File: config.mk
export PLATFORM = sky130hd
export DESIGN_NAME = postfix_expression_evaluator
export DESIGN_NICKNAME = d
export VERILOG_FILES = /design/src/rtl/core/pfx_pkg.sv /design/src/rtl/core/pfx_div.sv /design/src/rtl/core/pfx_datapath.sv /design/src/rtl/core/pfx_ctrl.sv /design/src/rtl/core/postfix_expression_evaluator.sv
export VERILOG_INCLUDE_DIRS = /design/src /design/src/rtl/core
export SDC_FILE = /design/constraint.sdc
export NUM_CORES = 2
export LEC_CHECK = 0
export ABC_AREA = 0
export BUFFER_PORTS_ARGS = -buffer_cell sky130_fd_sc_hd__buf_4
export CELL_PAD_IN_SITES_DETAIL_PLACEMENT = 2
export CELL_PAD_IN_SITES_GLOBAL_PLACEMENT = 2
export CORE_MARGIN = 5
export CORE_UTILIZATION = 44
export DETAILED_ROUTE_END_ITERATION = 6
export MAX_ROUTING_LAYER = met4
export PLACE_DENSITY = 0.8
export SYNTH_ARGS = -nofsm -noshare
export SYNTH_HDL_FRONTEND = slang
export SYNTH_SLANG_ARGS = --single-unit
File: constraint.sdc
create_clock -name aclk -period 16.1 [get_ports aclk]
set_clock_uncertainty 0.1 [all_clocks]
set_input_delay 2.415 -clock aclk [delete_from_list [all_inputs] [get_ports aclk]]
set_output_delay 2.415 -clock aclk [all_outputs]
set_load 0.01 [all_outputs]
File: src/rtl/core/assert_macros.svh
`ifndef ASSERT_MACROS_SVH
`define ASSERT_MACROS_SVH

// Check a condition at every clock edge outside reset.
`define ASSERT_CLK(lbl, cond, msg) \
    lbl: assert property (@(posedge aclk) disable iff (!aresetn) (cond)) else $error(msg);

// Check that a condition holds in the cycle after a trigger.
`define ASSERT_NEXT(lbl, pre, post, msg) \
    lbl: assert property (@(posedge aclk) disable iff (!aresetn) (pre) |=> (post)) else $error(msg);

`endif

File: src/rtl/core/pfx_pkg.sv
`default_nettype none

package pfx_pkg;

    localparam int DATA_W          = 32;
    localparam int CHAR_W          = 8;
    localparam int STATUS_W        = 2;
    localparam int DEF_STACK_DEPTH = 16;

    localparam logic [CHAR_W-1:0] CHAR_PLUS  = 8'h2B;
    localparam logic [CHAR_W-1:0] CHAR_MINUS = 8'h2D;
    localparam logic [CHAR_W-1:0] CHAR_MUL   = 8'h2A;
    localparam logic [CHAR_W-1:0] CHAR_DIV   = 8'h2F;
    localparam logic [CHAR_W-1:0] CHAR_ZERO  = 8'h30;
    localparam logic [CHAR_W-1:0] CHAR_NINE  = 8'h39;

    typedef enum logic [STATUS_W-1:0] {
        ERR_NONE  = 2'd0,
        ERR_UNDER = 2'd1,
        ERR_OVER  = 2'd2,
        ERR_DIV0  = 2'd3
    } err_t;

    typedef enum logic [3:0] {
        ST_IDLE,
        ST_RD_A,
        ST_RD_B,
        ST_LD_B,
        ST_EXEC,
        ST_DIV,
        ST_PUSH,
        ST_FIN_RD,
        ST_EMIT
    } state_t;

    typedef struct packed {
        logic accept;
        logic pop;
        logic load_a;
        logic load_b;
        logic exec;
        logic div_load;
        logic push;
        logic emit;
    } cmd_t;

    typedef struct packed {
        logic in_digit;
        logic last;
        logic div_go;
        logic div_done;
        logic out_free;
    } stat_t;

endpackage

`default_nettype wire

File: src/rtl/core/pfx_div.sv
`default_nettype none

module pfx_div (
    input  wire logic                      aclk,
    input  wire logic                      aresetn,
    input  wire logic                      start,
    input  wire logic [pfx_pkg::DATA_W-1:0] dividend,
    input  wire logic [pfx_pkg::DATA_W-1:0] divisor,
    output logic                           done,
    output logic [pfx_pkg::DATA_W-1:0]      quotient
);
    import pfx_pkg::*;

    localparam int CNT_W = $clog2(DATA_W);

    logic              busy_reg, busy_next;
    logic              done_reg, done_next;
    logic [CNT_W-1:0]  cnt_reg, cnt_next;
    logic [DATA_W-1:0] rem_reg, rem_next;
    logic [DATA_W-1:0] quo_reg, quo_next;
    logic [DATA_W-1:0] dvs_reg, dvs_next;
    logic              neg_reg, neg_next;
    logic [DATA_W:0]   shifted;
    logic [DATA_W:0]   diff;
    logic              fits;

    assign shifted = {rem_reg, quo_reg[DATA_W-1]};
    assign diff    = shifted - {1'b0, dvs_reg};
    assign fits    = !diff[DATA_W];

    always_comb begin
        busy_next = busy_reg;
        done_next = 1'b0;
        cnt_next  = cnt_reg;
        rem_next  = rem_reg;
        quo_next  = quo_reg;
        dvs_next  = dvs_reg;
        neg_next  = neg_reg;
        if (start) begin
            busy_next = 1'b1;
            cnt_next  = CNT_W'(DATA_W - 1);
            rem_next  = '0;
            neg_next  = dividend[DATA_W-1] ^ divisor[DATA_W-1];
            quo_next  = dividend[DATA_W-1] ? (-dividend) : dividend;
            dvs_next  = divisor[DATA_W-1] ? (-divisor) : divisor;
        end else if (busy_reg) begin
            rem_next = fits ? diff[DATA_W-1:0] : shifted[DATA_W-1:0];
            quo_next = {quo_reg[DATA_W-2:0], fits};
            cnt_next = cnt_reg - 1'b1;
            if (cnt_reg == '0) begin
                busy_next = 1'b0;
                done_next = 1'b1;
            end
        end
    end

    always_ff @(posedge aclk) begin
        if (!aresetn) begin
            busy_reg <= 1'b0;
            done_reg <= 1'b0;
        end else begin
            busy_reg <= busy_next;
            done_reg <= done_next;
        end
        cnt_reg <= cnt_next;
        rem_reg <= rem_next;
        quo_reg <= quo_next;
        dvs_reg <= dvs_next;
        neg_reg <= neg_next;
    end

    assign done     = done_reg;
    assign quotient = neg_reg ? (-quo_reg) : quo_reg;

endmodule

`default_nettype wire

File: src/rtl/core/pfx_datapath.sv
`default_nettype none

module pfx_datapath #(
    parameter int STACK_DEPTH = pfx_pkg::DEF_STACK_DEPTH
) (
    input  wire logic                        aclk,
    input  wire logic                        aresetn,
    input  wire pfx_pkg::cmd_t               cmd,
    output pfx_pkg::stat_t                   stat,
    input  wire logic [pfx_pkg::CHAR_W-1:0]   s_tdata,
    input  wire logic                        s_tlast,
    input  wire logic                        m_tready,
    output logic                             m_tvalid,
    output logic [pfx_pkg::DATA_W-1:0]        m_tdata,
    output logic [pfx_pkg::STATUS_W-1:0]      m_tuser
);
    import pfx_pkg::*;

    `include "assert_macros.svh"

    localparam int DEPTH_W = $clog2(STACK_DEPTH + 1);
    localparam int IDX_W   = $clog2(STACK_DEPTH);

    logic [DATA_W-1:0]  mem [STACK_DEPTH];
    logic [DATA_W-1:0]  rdata_reg;
    logic [DATA_W-1:0]  a_reg, a_next;
    logic [DATA_W-1:0]  b_reg, b_next;
    logic [DATA_W-1:0]  res_reg, res_next;
    logic [DATA_W-1:0]  out_val_reg, out_val_next;
    logic [CHAR_W-1:0]  ch_reg, ch_next;
    logic               last_reg, last_next;
    logic               ok_reg, ok_next;
    logic [DEPTH_W-1:0] depth_reg, depth_next;
    err_t               err_reg, err_next;
    err_t               out_st_reg, out_st_next;
    logic               m_valid_reg, m_valid_next;

    logic               has_top;
    logic               can_push;
    logic [DEPTH_W-1:0] depth_dec;
    logic [IDX_W-1:0]   rd_idx;
    logic [IDX_W-1:0]   wr_idx;
    logic               rd_en;
    logic               wr_en;
    logic [DATA_W-1:0]  pop_val;
    err_t               flag;
    logic               div_zero;
    logic               div_start;
    logic               div_done;
    logic [DATA_W-1:0]  div_q;

    assign has_top   = depth_reg != '0;
    assign can_push  = depth_reg < DEPTH_W'(STACK_DEPTH);
    assign depth_dec = depth_reg - 1'b1;
    assign rd_idx    = depth_dec[IDX_W-1:0];
    assign wr_idx    = depth_reg[IDX_W-1:0];
    assign rd_en     = cmd.pop && has_top;
    assign wr_en     = cmd.push && can_push;
    assign pop_val   = ok_reg ? rdata_reg : '0;
    assign div_zero  = a_reg == '0;
    assign div_start = cmd.exec && (ch_reg == CHAR_DIV) && !div_zero;

    pfx_div u_div (
        .aclk     (aclk),
        .aresetn  (aresetn),
        .start    (div_start),
        .dividend (b_reg),
        .divisor  (a_reg),
        .done     (div_done),
        .quotient (div_q)
    );

    always_comb begin
        a_next       = a_reg;
        b_next       = b_reg;
        res_next     = res_reg;
        out_val_next = out_val_reg;
        ch_next      = ch_reg;
        last_next    = last_reg;
        ok_next      = ok_reg;
        depth_next   = depth_reg;
        err_next     = err_reg;
        out_st_next  = out_st_reg;
        m_valid_next = m_valid_reg;
        flag         = ERR_NONE;

        if (cmd.accept) begin
            ch_next   = s_tdata;
            last_next = s_tlast;
            res_next  = DATA_W'(s_tdata[3:0]);
        end
        if (cmd.pop) begin
            ok_next = has_top;
            if (has_top) begin
                depth_next = depth_dec;
            end else begin
                flag = ERR_UNDER;
            end
        end
        if (cmd.load_a) begin
            a_next = pop_val;
        end
        if (cmd.load_b) begin
            b_next = pop_val;
        end
        if (cmd.exec) begin
            case (ch_reg)
                CHAR_PLUS:  res_next = b_reg + a_reg;
                CHAR_MINUS: res_next = b_reg - a_reg;
                CHAR_MUL:   res_next = b_reg * a_reg;
                CHAR_DIV: begin
                    res_next = '0;
                    if (div_zero) begin
                        flag = ERR_DIV0;
                    end
                end
                default:    res_next = '0;
            endcase
        end
        if (cmd.div_load) begin
            res_next = div_q;
        end
        if (cmd.push) begin
            if (can_push) begin
                depth_next = depth_reg + 1'b1;
            end else begin
                flag = ERR_OVER;
            end
        end
        if (err_reg == ERR_NONE && flag != ERR_NONE) begin
            err_next = flag;
        end
        if (m_valid_reg && m_tready) begin
            m_valid_next = 1'b0;
        end
        if (cmd.emit) begin
            out_val_next = pop_val;
            out_st_next  = err_reg;
            m_valid_next = 1'b1;
            depth_next   = '0;
            err_next     = ERR_NONE;
        end
    end

    always_ff @(posedge aclk) begin
        if (wr_en) begin
            mem[wr_idx] <= res_reg;
        end
        if (rd_en) begin
            rdata_reg <= mem[rd_idx];
        end
    end

    always_ff @(posedge aclk) begin
        if (!aresetn) begin
            depth_reg   <= '0;
            err_reg     <= ERR_NONE;
            m_valid_reg <= 1'b0;
        end else begin
            depth_reg   <= depth_next;
            err_reg     <= err_next;
            m_valid_reg <= m_valid_next;
        end
        a_reg       <= a_next;
        b_reg       <= b_next;
        res_reg     <= res_next;
        out_val_reg <= out_val_next;
        out_st_reg  <= out_st_next;
        ch_reg      <= ch_next;
        last_reg    <= last_next;
        ok_reg      <= ok_next;
    end

    always_comb begin
        stat.in_digit = s_tdata inside {[CHAR_ZERO:CHAR_NINE]};
        stat.last     = last_reg;
        stat.div_go   = (ch_reg == CHAR_DIV) && !div_zero;
        stat.div_done = div_done;
        stat.out_free = !m_valid_reg || m_tready;
    end

    assign m_tvalid = m_valid_reg;
    assign m_tdata  = out_val_reg;
    assign m_tuser  = out_st_reg;

    `ASSERT_CLK(a_depth_bound, depth_reg <= DEPTH_W'(STACK_DEPTH), "stack depth past capacity")
    `ASSERT_NEXT(a_emit_clears, cmd.emit, depth_reg == '0 && err_reg == ERR_NONE, "emit left state")
    `ASSERT_NEXT(a_err_sticky, err_reg != ERR_NONE && !cmd.emit, err_reg == $past(err_reg), "error code changed")

endmodule

`default_nettype wire

File: src/rtl/core/pfx_ctrl.sv
`default_nettype none

module pfx_ctrl (
    input  wire logic           aclk,
    input  wire logic           aresetn,
    input  wire logic           s_tvalid,
    output logic                s_tready,
    input  wire pfx_pkg::stat_t stat,
    output pfx_pkg::cmd_t       cmd
);
    import pfx_pkg::*;

    `include "assert_macros.svh"

    state_t state_reg, state_next;

    always_comb begin
        state_next = state_reg;
        case (state_reg)
            ST_IDLE: begin
                if (s_tvalid) begin
                    state_next = stat.in_digit ? ST_PUSH : ST_RD_A;
                end
            end
            ST_RD_A:   state_next = ST_RD_B;
            ST_RD_B:   state_next = ST_LD_B;
            ST_LD_B:   state_next = ST_EXEC;
            ST_EXEC:   state_next = stat.div_go ? ST_DIV : ST_PUSH;
            ST_DIV: begin
                if (stat.div_done) begin
                    state_next = ST_PUSH;
                end
            end
            ST_PUSH:   state_next = stat.last ? ST_FIN_RD : ST_IDLE;
            ST_FIN_RD: state_next = ST_EMIT;
            ST_EMIT: begin
                if (stat.out_free) begin
                    state_next = ST_IDLE;
                end
            end
            default:   state_next = ST_IDLE;
        endcase
    end

    always_comb begin
        cmd      = '0;
        s_tready = 1'b0;
        case (state_reg)
            ST_IDLE: begin
                s_tready   = 1'b1;
                cmd.accept = s_tvalid;
            end
            ST_RD_A:   cmd.pop = 1'b1;
            ST_RD_B: begin
                cmd.pop    = 1'b1;
                cmd.load_a = 1'b1;
            end
            ST_LD_B:   cmd.load_b = 1'b1;
            ST_EXEC:   cmd.exec = 1'b1;
            ST_DIV:    cmd.div_load = stat.div_done;
            ST_PUSH:   cmd.push = 1'b1;
            ST_FIN_RD: cmd.pop = 1'b1;
            ST_EMIT:   cmd.emit = stat.out_free;
            default:   cmd = '0;
        endcase
    end

    always_ff @(posedge aclk) begin
        if (!aresetn) begin
            state_reg <= ST_IDLE;
        end else begin
            state_reg <= state_next;
        end
    end

    `ASSERT_NEXT(a_accept_leaves_idle, cmd.accept, state_reg != ST_IDLE, "accepted request not taken")

endmodule

`default_nettype wire

File: src/rtl/core/postfix_expression_evaluator.sv
// Per request: a digit is accepted and pushed; '+', '-', '*', unknown characters and
// '/' by zero pop two operands, execute and push; '/' runs the 32-step iterative
// divider plus handoff before the push. A last request then pops the top into the
// output register, after any wait for m_tready on a pending result. One request is
// in work at a time. Reset (aresetn low, synchronous) empties the stack, clears the
// error code, the controller and m_tvalid; stack contents are not cleared.
`default_nettype none

module postfix_expression_evaluator #(
    parameter int STACK_DEPTH = pfx_pkg::DEF_STACK_DEPTH
) (
    input  wire logic                        aclk,
    input  wire logic                        aresetn,
    input  wire logic                        s_tvalid,
    output logic                             s_tready,
    input  wire logic [pfx_pkg::CHAR_W-1:0]   s_tdata,   // [7:0] char_code
    input  wire logic                        s_tlast,   // end_of_expr
    output logic                             m_tvalid,
    input  wire logic                        m_tready,
    output logic [pfx_pkg::DATA_W-1:0]        m_tdata,   // [31:0] value
    output logic [pfx_pkg::STATUS_W-1:0]      m_tuser    // [1:0] status
);
    import pfx_pkg::*;

    cmd_t  cmd;
    stat_t stat;

    pfx_ctrl u_ctrl (
        .aclk     (aclk),
        .aresetn  (aresetn),
        .s_tvalid (s_tvalid),
        .s_tready (s_tready),
        .stat     (stat),
        .cmd      (cmd)
    );

    pfx_datapath #(
        .STACK_DEPTH (STACK_DEPTH)
    ) u_datapath (
        .aclk     (aclk),
        .aresetn  (aresetn),
        .cmd      (cmd),
        .stat     (stat),
        .s_tdata  (s_tdata),
        .s_tlast  (s_tlast),
        .m_tready (m_tready),
        .m_tvalid (m_tvalid),
        .m_tdata  (m_tdata),
        .m_tuser  (m_tuser)
    );

endmodule

`default_nettype wire
Word level (Yosys, flattened, before mapping)
Memories as Yosys holds them, arrays and structs flattened. A register that Yosys moved wholly into a read port is not among the register bits.
Index checks and enable logic that the tools add are counted.
W data, S select, Z words.
- word-level logic and storage cells: 123
- latch bits: 0
- input port bits: 13
- memories: 1
- bits in registers: 256
- output and inout bits: 36
- bits in read-only memories: 0
- bits in writable memories: 512
- reductions and logical operators: 25
- multipliers: 1
- shifts and indexed selects: 0
- add/subtract/negate cells: 9
- multiplexer cells: 46
- magnitude comparators: 3
- div/mod/pow operators: 0
- equality and inequality tests: 15
- bitwise logic cells: 3
- memory list (name ; depth ; width ; rd ports ; clocked after memory_dff ; wr ports ; line ; source):
    u_datapath.mem ; 16 ; 32 ; 1 ; 1 ; 1 ; pfx_datapath.sv:24 ; logic [DATA_W-1:0] mem [STACK_DEPTH];
- operators by type and width (kind ; count):
    $mux W32 ; 9
    $neg A32 Y32 ; 3
    $pmux W32 S3 ; 1
    $pmux W4 S9 ; 1
    $sub A33 B32 Y33 ; 1
    $add A32 B32 Y32 ; 1
    $eq A8 B6 Y1 const B ; 4
    $logic_not A32 Y1 ; 1
    $mul A32 B32 Y32 ; 1
    $sub A32 B32 Y32 ; 1
    $mux W31 ; 1
    $mux W5 ; 4
    $mux W1 ; 18
    $eq A4 B3 Y1 const B ; 4
    $mux W2 ; 7
    $mux W4 ; 3
    $sub A5 B1 Y5 const B ; 2
    $eq A4 B2 Y1 const B ; 2
    $ge A8 B6 Y1 const B ; 1
    $le A8 B6 Y1 const B ; 1
    $logic_and A1 B1 Y1 ; 8
    $mux W3 ; 2
    $reduce_bool A2 Y1 ; 3
    $reduce_or A3 Y1 ; 2
    other kinds (17) ; 21

Logic depth before layout (Yosys ltp)
- depth after elaboration: 11
- gate-level depth with buffers: 28

Modules after synthesis
Synthesis repeated with hierarchy kept, for this count alone.
- cell total of the unflattened synthesis: 4100
- area total of the unflattened synthesis: 51693.3 um^2
- by module, submodules not included (module ; times used ; cells each ; area an instance (um^2)):
    pfx_datapath ; 1 ; 3160 ; 43635.6
    pfx_div ; 1 ; 893 ; 7689.9
    pfx_ctrl ; 1 ; 47 ; 367.9

Worst setup path after synthesis
No wires, ideal clock.
- path type: register to register
- from: register u_datapath.b_reg[13]
- to: register u_datapath.res_reg[28] (data pin)
- cell stages (with the launch flop): 25
- library setup time: 0.152 ns
- required time: 15.848 ns
- clock period less this slack: 7.390 ns
- arrival time: 7.138 ns
- path slack: 8.710 ns
- path through: edfxtp_1 > clkbuf_1 > clkbuf_1 > and2_1 > fa_1 > fa_1 > fa_1 > inv_1 > fa_1 > inv_1 > fa_1 > fa_1 > fa_1 > fa_1 > ha_1 > a21o_1 > a21o_1 > a21o_1 > a21oi_1 > o21ai_0 > a22o_1 > or4b_2 > a31oi_1 > a21oi_1 > o21ai_0
- cells in the longest elaborated chain, start to end: 4
- RTL lines (element ; line ; source):
    from (decl) ; pfx_datapath.sv:27 ; logic [DATA_W-1:0] b_reg, b_next;
    from (signal assigned) ; pfx_datapath.sv:165 ; b_reg <= b_next;
    $mul A32 B32 Y32, or another cell as far along ; pfx_datapath.sv:110 ; CHAR_MUL: res_next = b_reg * a_reg;
    $pmux W32 S3 (*) ; pfx_datapath.sv:107 ; case (ch_reg)
    $mux W32 (*) ; pfx_datapath.sv:106 ; if (cmd.exec) begin
    $mux W32 (*) ; pfx_datapath.sv:120 ; if (cmd.div_load) begin
    named net u_datapath.res_next[28] ; pfx_datapath.sv:28 ; logic [DATA_W-1:0] res_reg, res_next;
    to (signal assigned) ; pfx_datapath.sv:166 ; res_reg <= res_next;
    to (decl) ; pfx_datapath.sv:28 ;
Mark *: on every way through the listed nets, which the timed path passes. The rest lies on a longest branch.
A chain may end at the register's enable or synchronous reset.

Worst setup path after layout
- from: register u_datapath.b_reg[12]
- to: register u_datapath.res_reg[28] (data pin)
Same word-level chain as after synthesis.

==> impl_table.tex <==
\begin{tabular}{lr}
\hline
Metric & Value \\
\hline
\multicolumn{2}{l}{\textbf{Placed design}} \\
Port Buffers & 48 \\
Final HPWL from detailed placement & 118.0 mm \\
Worst slack at placement & 8.243 ns \\
Placer's final routability congestion estimate & 0.8866 \\
\multicolumn{2}{l}{\textbf{Synth}} \\
Average size of a mapped cell & 12.70 um\^{}2 \\
Synth Flop Type & edfxtp\_1 \\
Synthesis Warnings & 0 \\
Top cell type's share of synthesized area & 43.84\% \\
Most area-consuming cells after synthesis & edfxtp\_1 (44\%), fa\_1 (16\%), mux4\_2 (7.0\%), ha\_1 (4.8\%), and2\_1 (4.4\%) \\
Synth top cells by count & edfxtp\_1 (749), inv\_1 (441), fa\_1 (410) \\
Most instantiated library cell after synthesis & edfxtp\_1 \\
Async set or reset register ratio after synthesis & 0\% \\
Share of the yosys chip area belonging to registers & 45.83\% \\
Mapped Nets & 4658 \\
Cell type with the largest total area after synthesis & edfxtp\_1 \\
Register bit count reported by yosys & 800 \\
Number of flops mapped to enable cells by yosys & 749 \\
Netlist area before placement & 51300 um\^{}2 \\
Number of instances in the synthesized netlist & 4040 \\
Library cells used by synthesis & 73 \\
\multicolumn{2}{l}{\textbf{CTS}} \\
Cts bufs inserted & 86 \\
Buffer depth of the longest clock path & 3 \\
Worst-Skew Late Latency & 0.72 ns \\
Root cell of the clock tree & clkbuf\_16 \\
CTS sink count & 800 \\
Number of buffers inserted to repair setup after CTS & 0 \\
Clock tree from TritonCTS & yes \\
Post-cts sizing count & 0 \\
Number of H-tree branching levels & 3 \\
CTS clock-pin slew for the worst setup and hold paths & 0.07 ns \\
Number of buffers inserted for hold repair after clock tree synthesis & 0 \\
\multicolumn{2}{l}{\textbf{Floorplanning}} \\
Total die area & 123500 um\^{}2 \\
Width of the chip & 351.5 um \\
Standard cell core area & 116000 um\^{}2 \\
Initial cell density of the core & 44.21\% \\
FP Rows & 125 \\
I/O pins & 49 \\
Die H & 351.5 um \\
\multicolumn{2}{l}{\textbf{Setup path}} \\
Startpoint type of the worst setup path & register \\
Endpoint class of the critical path & register \\
Most numerous cell on the critical path & fa\_1 \\
Worst-path fanout max & 25 \\
CP max-delay cell & or4b\_2 \\
Count of buffer and inverter cells on the critical path & 5 \\
Family with the most delay on the worst path & adder cells \\
Worst-case register-to-register setup slack & 8.16 ns \\
Required @ worst endpoint & 16.53 ns \\
Worst reg2reg path depth & 25 \\
Crit. path cell count & 25 \\
Critical path type & register to register \\
Worst path max stage delay & 0.61 ns \\
Arrival time reported for the critical path endpoint & 8.37 ns \\
\multicolumn{2}{l}{\textbf{Min path}} \\
Hold WC Path Type & register to register \\
Worst hold path cell count & 0 \\
\multicolumn{2}{l}{\textbf{Drt}} \\
DRC viols & 0 \\
Post-DR wirelength/cell & 32.34 um \\
Routed wire length & 182.4 mm \\
Iteration-0 DRC count of the detailed router & 2999 \\
Ratio of routed vias to standard cells & 6.049 \\
Vias after detailed routing & 34120 \\
Detailed Routing Iterations Pass 1 & 6 \\
Remaining antenna violation count after routing & 0 \\
\multicolumn{2}{l}{\textbf{Global route}} \\
Via count of the first global-routing pass & 38550 \\
Grt peak-use layer & met2 \\
Number of antenna violations at the first check in global routing & 5 \\
Wire length of the first global-routing pass & 269.4 mm \\
Global routing met2 resource utilization & 53.36\% \\
Maximum number of pins on one net before global-route repair & 60 \\
Tot GR Track Use & 30.77\% \\
Met3 usage in global routing & 4.438\% \\
Routing usage on met1 & 37.36\% \\
Remaining global-route overflow & 0 \\
\multicolumn{2}{l}{\textbf{Final layout}} \\
Number of filler cells placed in the layout & 11230 \\
Final net count & 4659 \\
Share of final-layout standard cells stronger than drive strength 1 & 11.42\% \\
Register ranked first by flip-flop count & u\_datapath.mem \\
Synth-to-layout area growth & 9.797\% \\
Max FFs per register & 512 \\
\multicolumn{2}{l}{\textbf{STA}} \\
Min Clock Period, post-route & 7.940 ns \\
Setup ws final & 8.160 ns \\
Number of max-slew violations in the final report & 0 \\
Final number of hold-violating endpoints & 0 \\
Aggregate negative setup slack & 0 ns \\
RSZ-0062 raised after global routing & no \\
Endpoints failing setup & 0 \\
Transition time of the tightest slew-check pin & 1.355 ns \\
Post-route fraction of the period consumed by the critical path & 49.31\% \\
Slew headroom & 9.671\% \\
F\_max & 126.0 MHz \\
\multicolumn{2}{l}{\textbf{Status}} \\
Outcome & completed \\
\multicolumn{2}{l}{\textbf{Flow run}} \\
Max-cap violations & 0 \\
\hline
\end{tabular}
per-stage QoR:
step                cells  area, um^2  util (%)  hold WS, ns
floorplan            4040       51300         -       0.3309
CTS                  5638       56320     48.53       0.3896
detailed placement   5477       53510     46.11       0.3775
finish               5641       56330     48.54       0.3947
global route         5640       56330     48.54       0.4183
global placement     5477       53510     46.11       0.3533
placed cells by master, fill, tap and decap left out, types with 27 or more instances in the layout:
cell type  netlist  final
and2_1         361    349
fa_1           410    410
mux4_2         160    160
ha_1           195    194
edfxtp_1       749    749
buf_4            0    134
nor2_1          99     98
xnor2_1        149    147
clkbuf_16        0     87
o31ai_1         38     38
o21a_1          27     27
dfxtp_1         51     49
nand2_1        386    386
xor2_1         106    106
a21o_1          43     43
o21ai_0        113    113
a211oi_1        37     37
inv_1          441    440
a21oi_1         91     91
logic make-up (layout without fill, tap and decap cells):
| logic type | count (synthesis) | count (layout) | share of synthesized area (%) |
|---|---|---|---|
| AND/OR/NAND/NOR | 1056 | 1056 | 10.55 |
| flip-flops | 800 | 800 | 45.83 |
| buffers and inverters | 662 | 736 | 4.860 |
| adder cells (fa/ha/maj) | 605 | 605 | 20.75 |
| AO/OA/AOI/OAI | 476 | 476 | 6.119 |
| XOR/XNOR | 255 | 255 | 4.353 |
| multiplexers | 186 | 186 | 7.533 |
| other | 0 | 3 | 0 |
final cells by class:
type | count | area, um^2 | area share, %
clock inverters | 59 | 554.3 | 0.9840
repair buffers | 134 | 1006 | 1.786
clock buffers | 102 | 2263 | 4.018
diodes | 3 | 7.507 | 0.01333
well taps | 1524 | 1907 | 3.385
inverters | 441 | 1655 | 2.939
flip-flops and latches | 800 | 23520 | 41.75
multi-input cells | 2578 | 25420 | 45.13
layer usage:
layer,up-vias,routed length (um)
li1,14000,-
met1,18310,70370
met2,1426,93490
met3,392,11200
met4,0,7362
met5,-,0
worst paths after layout:
check	startpoint	to
worst max-delay path	u_datapath.b_reg[12]	u_datapath.res_reg[28]
worst min-delay path	u_datapath.err_reg[0]	u_datapath.m_tuser[0]
worst max register to register	u_datapath.b_reg[12]	u_datapath.res_reg[28]
worst min register to register	u_datapath.err_reg[0]	u_datapath.m_tuser[0]
Power is left out: the tool's default activity adds up to more than one toggle a clock period on the data nets, which glitch-free logic cannot reach.
